**config.mk**
```make
export PLATFORM = sky130hd
export DESIGN_NAME = mqtt_fixed_header_parser_top
export DESIGN_NICKNAME = d
export VERILOG_FILES = /design/src/hdl/mqttfh_pkg.sv /design/src/hdl/mqttfh_step.sv /design/src/hdl/mqtt_fixed_header_parser_top.sv
export SDC_FILE = /design/constraint.sdc
export NUM_CORES = 1
export LEC_CHECK = 0
export BUFFER_PORTS_ARGS = -buffer_cell sky130_fd_sc_hd__buf_4
export CORE_MARGIN = 1.5
export CORE_UTILIZATION = 35
export DETAILED_ROUTE_END_ITERATION = 10
export HOLD_SLACK_MARGIN = 0.08
export PLACE_DENSITY_LB_ADDON = 0.08
export SLEW_MARGIN = 0
export SYNTH_ARGS = -nofsm -noshare
export SYNTH_HDL_FRONTEND = slang
export SYNTH_SLANG_ARGS = --single-unit
export TNS_END_PERCENT = 1
```
**constraint.sdc**
```tcl
create_clock -name i_clk -period 16.4 [get_ports i_clk]
set_input_delay 1.64 -clock i_clk [delete_from_list [all_inputs] [get_ports i_clk]]
set_output_delay 1.64 -clock i_clk [all_outputs]
set_load 0.03 [all_outputs]
```
**src/hdl/mqttfh_pkg.sv**
```systemverilog
// Package for the MQTT fixed header parser: item structs, parser state and codes.
// Used by mqttfh_step and mqtt_fixed_header_parser_top; depends on nothing else.
package mqttfh_pkg;

    localparam int unsigned LEN_W = 28;
    localparam int unsigned CNT_W = 3;

    localparam logic [CNT_W-1:0] MAX_VARINT_BYTES = 3'd4;
    localparam logic [LEN_W-1:0] BODY_COUNT_MAX   = 28'hFFF_FFFF;

    localparam logic [1:0] PH_FIRST  = 2'd0;
    localparam logic [1:0] PH_VARINT = 2'd1;
    localparam logic [1:0] PH_BODY   = 2'd2;

    localparam logic [1:0] ERR_NONE    = 2'd0;
    localparam logic [1:0] ERR_VARINT  = 2'd1;
    localparam logic [1:0] ERR_LENGTH  = 2'd2;
    localparam logic [1:0] ERR_OVERRUN = 2'd3;

    localparam logic [3:0] TYPE_PUBLISH = 4'd3;
    localparam logic [3:0] TYPE_ID_LO   = 4'd4;
    localparam logic [3:0] TYPE_ID_HI   = 4'd11;

    typedef struct packed {
        logic [7:0] rx_byte;
        logic       last_byte;
    } t_in_item;

    typedef struct packed {
        logic [3:0]       pkt_type;
        logic [3:0]       pkt_flags;
        logic [LEN_W-1:0] remaining_length;
        logic [2:0]       header_bytes;
        logic [15:0]      packet_id;
        logic             has_id;
        logic [1:0]       qos_level;
        logic             dup_flag;
        logic             retain_flag;
        logic [15:0]      topic_length;
        logic [LEN_W-1:0] payload_length;
        logic [1:0]       error_code;
    } t_out_item;

    typedef struct packed {
        logic [1:0]       phase;
        logic [7:0]       type_flags;
        logic [LEN_W-1:0] length_accum;
        logic [CNT_W-1:0] varint_count;
        logic [LEN_W-1:0] body_count;
        logic [15:0]      topic_len;
        logic [15:0]      id;
        logic             id_seen;
        logic [1:0]       err;
    } t_state;

endpackage

```
**src/hdl/mqttfh_step.sv**
```systemverilog
// Per-byte update of the parser state and the packet summary on the last byte.
// Depends on mqttfh_pkg for the item structs, state struct and codes.
module mqttfh_step (
    input  mqttfh_pkg::t_state    i_state,
    input  mqttfh_pkg::t_in_item  i_item,
    output mqttfh_pkg::t_state    o_next,
    output mqttfh_pkg::t_out_item o_result
);

    mqttfh_pkg::t_state        n_state;
    logic [4:0]                shift_amt;
    logic [3:0]                cur_type;
    logic [1:0]                cur_qos;
    logic                      cur_has_id;
    logic [16:0]               id_pos;
    logic [3:0]                fin_type;
    logic [1:0]                fin_qos;
    logic [17:0]               fields_end;
    logic                      overrun;

    assign shift_amt  = 5'(i_state.varint_count) * 5'd7;
    assign cur_type   = i_state.type_flags[7:4];
    assign cur_qos    = i_state.type_flags[2:1];
    assign cur_has_id = (cur_type >= mqttfh_pkg::TYPE_ID_LO)
                        && (cur_type <= mqttfh_pkg::TYPE_ID_HI);
    assign id_pos     = {1'b0, i_state.topic_len} + 17'd2;

    always_comb begin
        n_state = i_state;
        case (i_state.phase)
            mqttfh_pkg::PH_FIRST: begin
                n_state            = '0;
                n_state.type_flags = i_item.rx_byte;
                n_state.phase      = mqttfh_pkg::PH_VARINT;
            end
            mqttfh_pkg::PH_VARINT: begin
                if (i_state.varint_count < mqttfh_pkg::MAX_VARINT_BYTES) begin
                    n_state.length_accum = i_state.length_accum
                        | (mqttfh_pkg::LEN_W'(i_item.rx_byte[6:0]) << shift_amt);
                    n_state.varint_count = i_state.varint_count + 3'd1;
                end
                if (!i_item.rx_byte[7]) begin
                    n_state.phase = mqttfh_pkg::PH_BODY;
                end else if (n_state.varint_count >= mqttfh_pkg::MAX_VARINT_BYTES) begin
                    n_state.err   = mqttfh_pkg::ERR_VARINT;
                    n_state.phase = mqttfh_pkg::PH_BODY;
                end
            end
            default: begin
                if (i_state.body_count == mqttfh_pkg::BODY_COUNT_MAX) begin
                    if (i_state.err == mqttfh_pkg::ERR_NONE) begin
                        n_state.err = mqttfh_pkg::ERR_LENGTH;
                    end
                end else begin
                    n_state.body_count = i_state.body_count + 28'd1;
                    if (cur_has_id) begin
                        if (i_state.body_count == 28'd0) begin
                            n_state.id = {i_item.rx_byte, 8'd0};
                        end else if (i_state.body_count == 28'd1) begin
                            n_state.id      = {i_state.id[15:8], i_item.rx_byte};
                            n_state.id_seen = 1'b1;
                        end
                    end else if (cur_type == mqttfh_pkg::TYPE_PUBLISH) begin
                        if (i_state.body_count == 28'd0) begin
                            n_state.topic_len = {i_item.rx_byte, 8'd0};
                        end else if (i_state.body_count == 28'd1) begin
                            n_state.topic_len = {i_state.topic_len[15:8], i_item.rx_byte};
                        end else if (cur_qos != 2'd0
                                     && i_state.body_count == 28'(id_pos)) begin
                            n_state.id = {i_item.rx_byte, 8'd0};
                        end else if (cur_qos != 2'd0
                                     && i_state.body_count == 28'(id_pos) + 28'd1) begin
                            n_state.id      = {i_state.id[15:8], i_item.rx_byte};
                            n_state.id_seen = 1'b1;
                        end
                    end
                end
            end
        endcase
    end

    assign fin_type   = n_state.type_flags[7:4];
    assign fin_qos    = n_state.type_flags[2:1];
    assign fields_end = {2'b0, n_state.topic_len} + 18'd2
                        + ((fin_qos != 2'd0) ? 18'd2 : 18'd0);

    always_comb begin
        o_result                  = '0;
        overrun                   = 1'b0;
        o_result.pkt_type         = fin_type;
        o_result.pkt_flags        = n_state.type_flags[3:0];
        o_result.remaining_length = n_state.length_accum;
        o_result.header_bytes     = n_state.varint_count;
        if ((fin_type >= mqttfh_pkg::TYPE_ID_LO) && (fin_type <= mqttfh_pkg::TYPE_ID_HI)) begin
            if (n_state.body_count >= 28'd2) begin
                o_result.packet_id = n_state.id;
                o_result.has_id    = 1'b1;
            end else begin
                overrun = 1'b1;
            end
        end else if (fin_type == mqttfh_pkg::TYPE_PUBLISH) begin
            o_result.retain_flag = n_state.type_flags[0];
            o_result.dup_flag    = n_state.type_flags[3];
            o_result.qos_level   = fin_qos;
            if (n_state.body_count < 28'd2) begin
                overrun = 1'b1;
            end else begin
                o_result.topic_length = n_state.topic_len;
                if (n_state.body_count < 28'(fields_end)) begin
                    overrun = 1'b1;
                end else begin
                    o_result.payload_length = n_state.body_count - 28'(fields_end);
                    if (fin_qos != 2'd0 && n_state.id_seen) begin
                        o_result.packet_id = n_state.id;
                        o_result.has_id    = 1'b1;
                    end
                end
            end
        end
        if (n_state.err != mqttfh_pkg::ERR_NONE) begin
            o_result.error_code = n_state.err;
        end else if (n_state.phase != mqttfh_pkg::PH_BODY
                     || n_state.body_count != n_state.length_accum) begin
            o_result.error_code = mqttfh_pkg::ERR_LENGTH;
        end else if (overrun) begin
            o_result.error_code = mqttfh_pkg::ERR_OVERRUN;
        end else begin
            o_result.error_code = mqttfh_pkg::ERR_NONE;
        end
    end

    always_comb begin
        o_next = n_state;
        if (i_item.last_byte) begin
            o_next       = '0;
            o_next.phase = mqttfh_pkg::PH_FIRST;
        end
    end

endmodule

```
**src/hdl/mqtt_fixed_header_parser_top.sv**
```systemverilog
// Top level of the MQTT fixed header parser: input register, parser state, result register.
// Depends on mqttfh_pkg and mqttfh_step.
// Throughput is one byte per cycle unless a last byte waits on a stalled summary;
// a packet summary passes through the input register and the result register.
// Synchronous active-low reset empties both registers and returns to awaiting a first byte.
module mqtt_fixed_header_parser_top (
    input  logic                  i_clk,
    input  logic                  i_rst_n,
    input  logic                  i_in_valid,
    output logic                  o_in_stall,
    input  mqttfh_pkg::t_in_item  i_in_item,
    output logic                  o_out_valid,
    input  logic                  i_out_stall,
    output mqttfh_pkg::t_out_item o_out_item
);

    logic                  r_in_valid;
    mqttfh_pkg::t_in_item  r_in;
    mqttfh_pkg::t_state    r_state;
    logic                  r_out_valid;
    mqttfh_pkg::t_out_item r_out;
    mqttfh_pkg::t_state    n_state;
    mqttfh_pkg::t_out_item n_out;
    logic                  proc;

    mqttfh_step u_step (
        .i_state  (r_state),
        .i_item   (r_in),
        .o_next   (n_state),
        .o_result (n_out)
    );

    assign proc        = r_in_valid && (!r_in.last_byte || !r_out_valid || !i_out_stall);
    assign o_in_stall  = r_in_valid && !proc;
    assign o_out_valid = r_out_valid;
    assign o_out_item  = r_out;

    // The all-zero state is the awaiting-first-byte phase.
    always_ff @(posedge i_clk) begin
        if (!i_rst_n) begin
            r_in_valid    <= 1'b0;
            r_out_valid   <= 1'b0;
            r_state       <= '0;
        end else begin
            if (!o_in_stall) begin
                r_in_valid <= i_in_valid;
            end
            if (proc) begin
                r_state <= n_state;
            end
            if (proc && r_in.last_byte) begin
                r_out_valid <= 1'b1;
            end else if (!i_out_stall) begin
                r_out_valid <= 1'b0;
            end
        end
    end

    always_ff @(posedge i_clk) begin
        if (!o_in_stall) begin
            r_in <= i_in_item;
        end
        if (proc && r_in.last_byte) begin
            r_out <= n_out;
        end
    end

endmodule

```
==> results.json, run 1 <==
{
  "r2r_cells": 26,
  "cts_tree": "yes",
  "cp-endpoint": "o_out_item[17]$_SDFFCE_PP0P_",
  "hold_viol": 0,
  "powerDensity_nw_per_um2": 74.7,
  "crit_path_start_kind": "flip-flop",
  "critical-path-max-stage-delay_ps": 830,
  "clock_skew_ps": 23.4,
  "dpl.hpwl_um": 39100,
  "wl_um": 53600,
  "async_flop_share_pct": 0,
  "crit_arrival_ps": 8110,
  "root_buffer": "clkbuf_16",
  "worst_pin_slew_ps": 1240,
  "synth_cells": 1642,
  "critPathSlowestCell": "nor4_2",
  "p_leak_nw": 5.80,
  "drcViolationCount": 0,
  "wl_per_cell_um": 23.7,
  "p_comb_share_pct": 8.2,
  "r2r_end": "o_out_item[17]$_SDFFCE_PP0P_",
  "antenna_found_initial": 1,
  "synth.area.top_cells": "edfxtp_1 (24%), dfxtp_1 (15%), xnor2_1 (4.4%)",
  "fin_crit_ps": 7850,
  "hold_depth": 1,
  "ys_ff_latch": 221,
  "htreeDepth": 1,
  "dr.pass1.iters": 10,
  "syn-cell-area_um2": 14400,
  "critPathBufInv": 1,
  "num_rows": 74,
  "achievable-frequency_mhz": 127,
  "cts.clk_slew.worst_paths_ps": 60,
  "pwr-share-seq_pct": 48.1,
  "synth_area_leader_cell": "edfxtp_1",
  "slew-limit-headroom_pct": 15.0,
  "core_area_um2": 40600,
  "diodes": 0,
  "required_ps": 16660,
  "setup_viol": 0,
  "drv_cap": 0,
  "cts_sinks": 221,
  "gp_congestion": 0.930,
  "clkPwrFrac_pct": 43.7,
  "path_depth": 26,
  "post_cts_buffers": 0,
  "grt_usage_pct": 25.0,
  "post_dp_cell_area_um2": 15700,
  "ir_drop_uv": 60.9,
  "swShare_pct": 26.2,
  "met2_length_um": 22100,
  "grt.overflow.total": 0,
  "r2r_slack_ps": 8550,
  "m1WireLength_um": 25200,
  "final_core_utilization_pct": 40.6,
  "viasPerCell": 5.84,
  "path_delay_family": "simple AND/OR/NAND/NOR gates",
  "fin_crit_sh_pct": 47.9,
  "grt_max_degree": 98,
  "hp-class": "reg -> reg",
  "detail-route-antenna-nets": 0,
  "total_power_mw": 1.23,
  "intPower_uw": 910,
  "slew_violations": 0,
  "vias": 13200,
  "die_y_um": 206,
  "finalSetupTns_ps": 0,
  "power.switching_uw": 323,
  "cts_buffers": 26,
  "synth_edf_count": 115,
  "die_w_um": 206,
  "start_util_pct": 35.3,
  "insertion_delay_ps": 560,
  "ys_types": 103,
  "n_fill_cell": 4096,
  "pin_count": 121,
  "yosysTopAreaCellShare_pct": 24.1,
  "final_area_um2": 16500,
  "status": "finished, final reports clean",
  "grt_setup_unrepaired": "no",
  "nNetsFinal": 1760,
  "drt_iter0_drc": 1171,
  "critPathLaunch": "r_state[47]$_SDFFE_PN0P_",
  "top_layer_used": "met5",
  "dieArea_um2": 42200,
  "end_kind": "flip-flop",
  "avgSynthCellArea_um2": 8.74,
  "drive_gt1_share_pct": 13.7,
  "io_buffers": 120,
  "grt_first_pass_wirelength_um": 78400,
  "ctsHoldBuffers": 0,
  "ys_seq_area_share_pct": 38.8,
  "cts_resized": 0,
  "path_class": "reg -> reg",
  "dr_wl_met3_um": 4580,
  "cts.path.max_buffers": 3,
  "grt_pass1_vias": 12000,
  "timing.rr.start": "r_state[47]$_SDFFE_PN0P_",
  "yosysWarnings": 0,
  "syn_to_final_growth_pct": 15.1,
  "crit_fanout": 28,
  "ys.flop_type": "edfxtp_1",
  "syn_nets": 1690
}
==> area by class of cell <==
| cell class | instances | area, um^2 | share of cell area [%] |
|---|---|---|---|
| well taps | 532 | 666 | 4.03 |
| clock buffers | 29 | 662 | 4.01 |
| inverters | 53 | 201 | 1.22 |
| clock inverters | 19 | 120 | 0.727 |
| multi-input cells | 1256 | 8140 | 49.3 |
| repair buffers | 154 | 1160 | 7.00 |
| flip-flops and latches | 221 | 5580 | 33.8 |
==> per-layer routing <==
| layer | vias up | global-route usage [%] |
|---|---|---|
| li1 | 6141 | - |
| met1 | 6405 | 37.0 |
| met2 | 578 | 35.5 |
| met3 | 87 | 5.08 |
| met4 | 2 | 8.60 |
| met5 | - | 0 |
==> stage by stage <==
stage | cells | hold WS (ps) | setup WS [ps]
2_1_floorplan | 1642 | 450 | 10610
3_3_place_gp | 2216 | 464 | 8660
3_5_place_dp | 2216 | 467 | 8650
4_1_cts | 2264 | 485 | 8650
5_1_grt | 2264 | 498 | 7980
6_report | 2264 | 484 | 8550
==> how the worst min path moves through the flow <==
stage,startpoint,end,slack [ps]
floorplan,r_state[15]$_SDFFE_PN0P_,r_state[15]$_SDFFE_PN0P_,450
global placement,r_state[16]$_SDFFE_PN0P_,r_state[16]$_SDFFE_PN0P_,460
detailed placement,r_state[12]$_SDFFE_PN0P_,r_state[12]$_SDFFE_PN0P_,470
CTS,r_state[14]$_SDFFE_PN0P_,r_state[14]$_SDFFE_PN0P_,480
global route,r_state[13]$_SDFFE_PN0P_,r_state[13]$_SDFFE_PN0P_,500
finish,r_state[11]$_SDFFE_PN0P_,r_state[11]$_SDFFE_PN0P_,480
==> synthesized netlist by cell type, drive strengths merged (4+ instances only) <==
| cell | count |
|---|---|
| nor4b | 4 |
| and2 | 23 |
| a2111oi | 7 |
| a21oi | 94 |
| o31ai | 7 |
| or2 | 4 |
| nor3 | 73 |
| edfxtp | 115 |
| nand4 | 24 |
| or4 | 4 |
| o211ai | 17 |
| and3 | 12 |
| o2111ai | 4 |
| buf | 37 |
| o211a | 8 |
| o41ai | 9 |
| a211oi | 10 |
| or3 | 10 |
| mux2 | 4 |
| o21ai | 86 |
| dfxtp | 106 |
| xnor3 | 5 |
| a22oi | 76 |
| o21a | 7 |
| and4b | 4 |
| ha | 32 |
| nand2 | 135 |
| xnor2 | 73 |
| nor4 | 31 |
| nand3 | 48 |
| a31oi | 11 |
| mux2i | 30 |
| a22o | 11 |
| clkbuf | 75 |
| nand2b | 11 |
| a221oi | 4 |
| a21o | 10 |
| o22ai | 9 |
| xor2 | 28 |
| nor2b | 97 |
| inv | 51 |
| a21boi | 5 |
| nor2 | 166 |
| nor3b | 7 |
==> registers in the layout, indices dropped and copies added (netlist names) <==
name and count:
o_out_item 106, o_out_valid 1, r_in_valid 1, r_state 104
r_in 9
==> power groups by stage <==
stage | logic [mW] | registers [mW] | clock network [mW]
after floorplan | 0.0490 | 0.617 | 0
after global placement | 0.100 | 0.605 | 0
after detailed placement | 0.100 | 0.605 | 0
after CTS | 0.100 | 0.593 | 0.551
after global routing | 0.107 | 0.594 | 0.573
final | 0.101 | 0.593 | 0.540
==> cell families (layout without fill, tap and decap cells) <==
group,Yosys count,after routing,synth area share (%)
other,1,1,0.0261
DFF,221,221,38.8
muxes,36,36,2.72
AOI/OAI and AO/OA,412,412,19.6
adders and majority gates,36,36,3.28
xor gates and xnor gates,106,106,7.00
buffers and inverters,165,255,4.71
and+or+nand+nor,665,665,23.8
==> worst register-to-register path, delay by kind of cell (launching register included) <==
family | cells | cell delay [ps]
AOI/OAI and AO/OA | 7 | 1420
DFF | 1 | 500
adders and majority gates | 2 | 670
xor gates and xnor gates | 1 | 170
and+or+nand+nor | 15 | 4670
buffers and inverters | 1 | 150
==> placed cells by master, fill, tap and decap left out, types with 12 or more instances in the layout <==
cell and count:
edfxtp_1 115, xnor2_1 72, nor4_1 25, nand2_1 134, and3_1 12, inv_1 49, ha_1 32, dfxtp_1 106
nor2_1 163, buf_4 154, nand3_1 47, and2_1 22, a22oi_1 76, nor3_1 71, o21ai_0 79, mux2i_1 30
clkbuf_16 26, nor2b_1 97, o211ai_1 16, a21oi_1 94, nand4_1 23, xor2_1 28
Power figures use the tool's default switching activity.
==> run 2: changes to the inputs <==
clock period = 7.4 ns   (was 16.4 ns; I/O delays follow)
==> results.json, run 2 (same netlist as run 1, synthesis figures left out) <==
{
  "layout_commonest_cell": "buf_4",
  "post_cts_buffers": 0,
  "dpl.hpwl_um": 40700,
  "p_leak_nw": 6.06,
  "grt_max_degree": 98,
  "setup_viol": 0,
  "wl_per_cell_um": 23.8,
  "ctsHoldBuffers": 0,
  "path_delay_family": "simple AND/OR/NAND/NOR gates",
  "drv_cap": 0,
  "pin_count": 121,
  "cts_sinks": 221,
  "cts.path.max_buffers": 3,
  "dieArea_um2": 42200,
  "drcViolationCount": 0,
  "ir_drop_uv": 159,
  "drt_iter0_drc": 1446,
  "slew-limit-headroom_pct": 19.9,
  "powerDensity_nw_per_um2": 177,
  "gp_congestion": 0.943,
  "cts.clk_slew.worst_paths_ps": 60,
  "slew_violations": 0,
  "final_core_utilization_pct": 41.7,
  "total_power_mw": 3.00,
  "finalSetupTns_ps": 0,
  "crit_arrival_ps": 7070,
  "critPathSlowestCell": "nor4_1",
  "hp-class": "in -> reg",
  "io_buffers": 120,
  "achievable-frequency_mhz": 147,
  "root_buffer": "clkbuf_16",
  "fin_crit_sh_pct": 91.7,
  "antenna_found_initial": 1,
  "grt_pass1_vias": 12200,
  "largest_reg_flops": 106,
  "wl_um": 54700,
  "worst_pin_slew_ps": 1200,
  "start_util_pct": 35.3,
  "dr.pass1.iters": 9,
  "diodes": 0,
  "core_area_um2": 40600,
  "end_kind": "flip-flop",
  "final_cell_mix": "buf_4 (186), nor2_1 (163), nand2_1 (134)",
  "drive_gt1_share_pct": 15.5,
  "final_area_um2": 17000,
  "htreeDepth": 1,
  "holdWs_ps": 337,
  "detail-route-antenna-nets": 0,
  "status": "finished, final reports clean",
  "die_w_um": 206,
  "critical-path-max-stage-delay_ps": 500,
  "grt.overflow.total": 0,
  "crit_fanout": 17,
  "nNetsFinal": 1793,
  "critPathBufInv": 3,
  "n_fill_cell": 4063,
  "cts_tree": "yes",
  "num_rows": 74,
  "hold_viol": 0,
  "grt_setup_unrepaired": "no",
  "post_dp_cell_area_um2": 16000,
  "clock_skew_ps": 23.3,
  "die_y_um": 206,
  "grt_usage_pct": 25.6,
  "viasPerCell": 5.79,
  "crit_path_start_kind": "flip-flop",
  "cts_buffers": 27,
  "insertion_delay_ps": 580,
  "path_class": "reg -> reg",
  "grt_first_pass_wirelength_um": 80500,
  "required_ps": 7690,
  "cts_resized": 0,
  "syn_to_final_growth_pct": 18.1,
  "fin_crit_ps": 6780,
  "vias": 13300
}
run 2: cell types whose count changed in the layout (fill, tap and decap cells not counted), sizes merged:
| cell | change |
|---|---|
| bufinv | +6 |
| buf | +32 |
| clkinv | -6 |
| clkbuf | +4 |
| clkinvlp | -4 |
| inv | +2 |
run 2: final cells by class:
| class | instances | area, um^2 | area share [%] |
|---|---|---|---|
| multi-input combinational | 1256 | 8160 | 48.1 |
| sequential | 221 | 5580 | 32.9 |
| timing repair buffer | 186 | 1400 | 8.23 |
| clock buffer | 33 | 698 | 4.12 |
| tap | 532 | 666 | 3.93 |
| clock inverter | 17 | 260 | 1.53 |
| inverter | 53 | 201 | 1.19 |
run 2: path summary, 6_finish.rpt:
| kind | startpoint | endpoint | slack [ps] | cells after the start |
|---|---|---|---|---|
| worst max-delay path | r_state[62]$_SDFFE_PN0P_ | o_out_item[55]$_DFFE_PP_ | 620 | 28 |
| worst min-delay path | i_in_item[5] | r_in[5]$_DFFE_PN_ | 340 | 1 |
| worst max register to register | r_state[62]$_SDFFE_PN0P_ | o_out_item[55]$_DFFE_PP_ | 620 | 28 |
| worst min register to register | r_state[17]$_SDFFE_PN0P_ | r_state[17]$_SDFFE_PN0P_ | 480 | 1 |
run 2: metrics by stage:
step	setup WS, ps	instances
after CTS	639	2298
after global placement	773	2248
after detailed placement	675	2248
after global routing	9.01	2298
after floorplan	1610	1642
final	617	2298
run 2: routing by layer:
metal	GRT usage [%]	vias to the layer above	share of wire (%)
met1	37.3	6424	47
met4	9.05	2	3.2
li1	-	6201	-
met2	38.1	581	43
met5	0	-	0.024
met3	3.77	92	7.6
run 2: report_power, final:
group / total, mW / internal (mW) / switching (mW)
registers: 1.32 / 1.30 / 0.0140
logic: 0.221 / 0.0675 / 0.154
clock network: 1.46 / 0.885 / 0.577
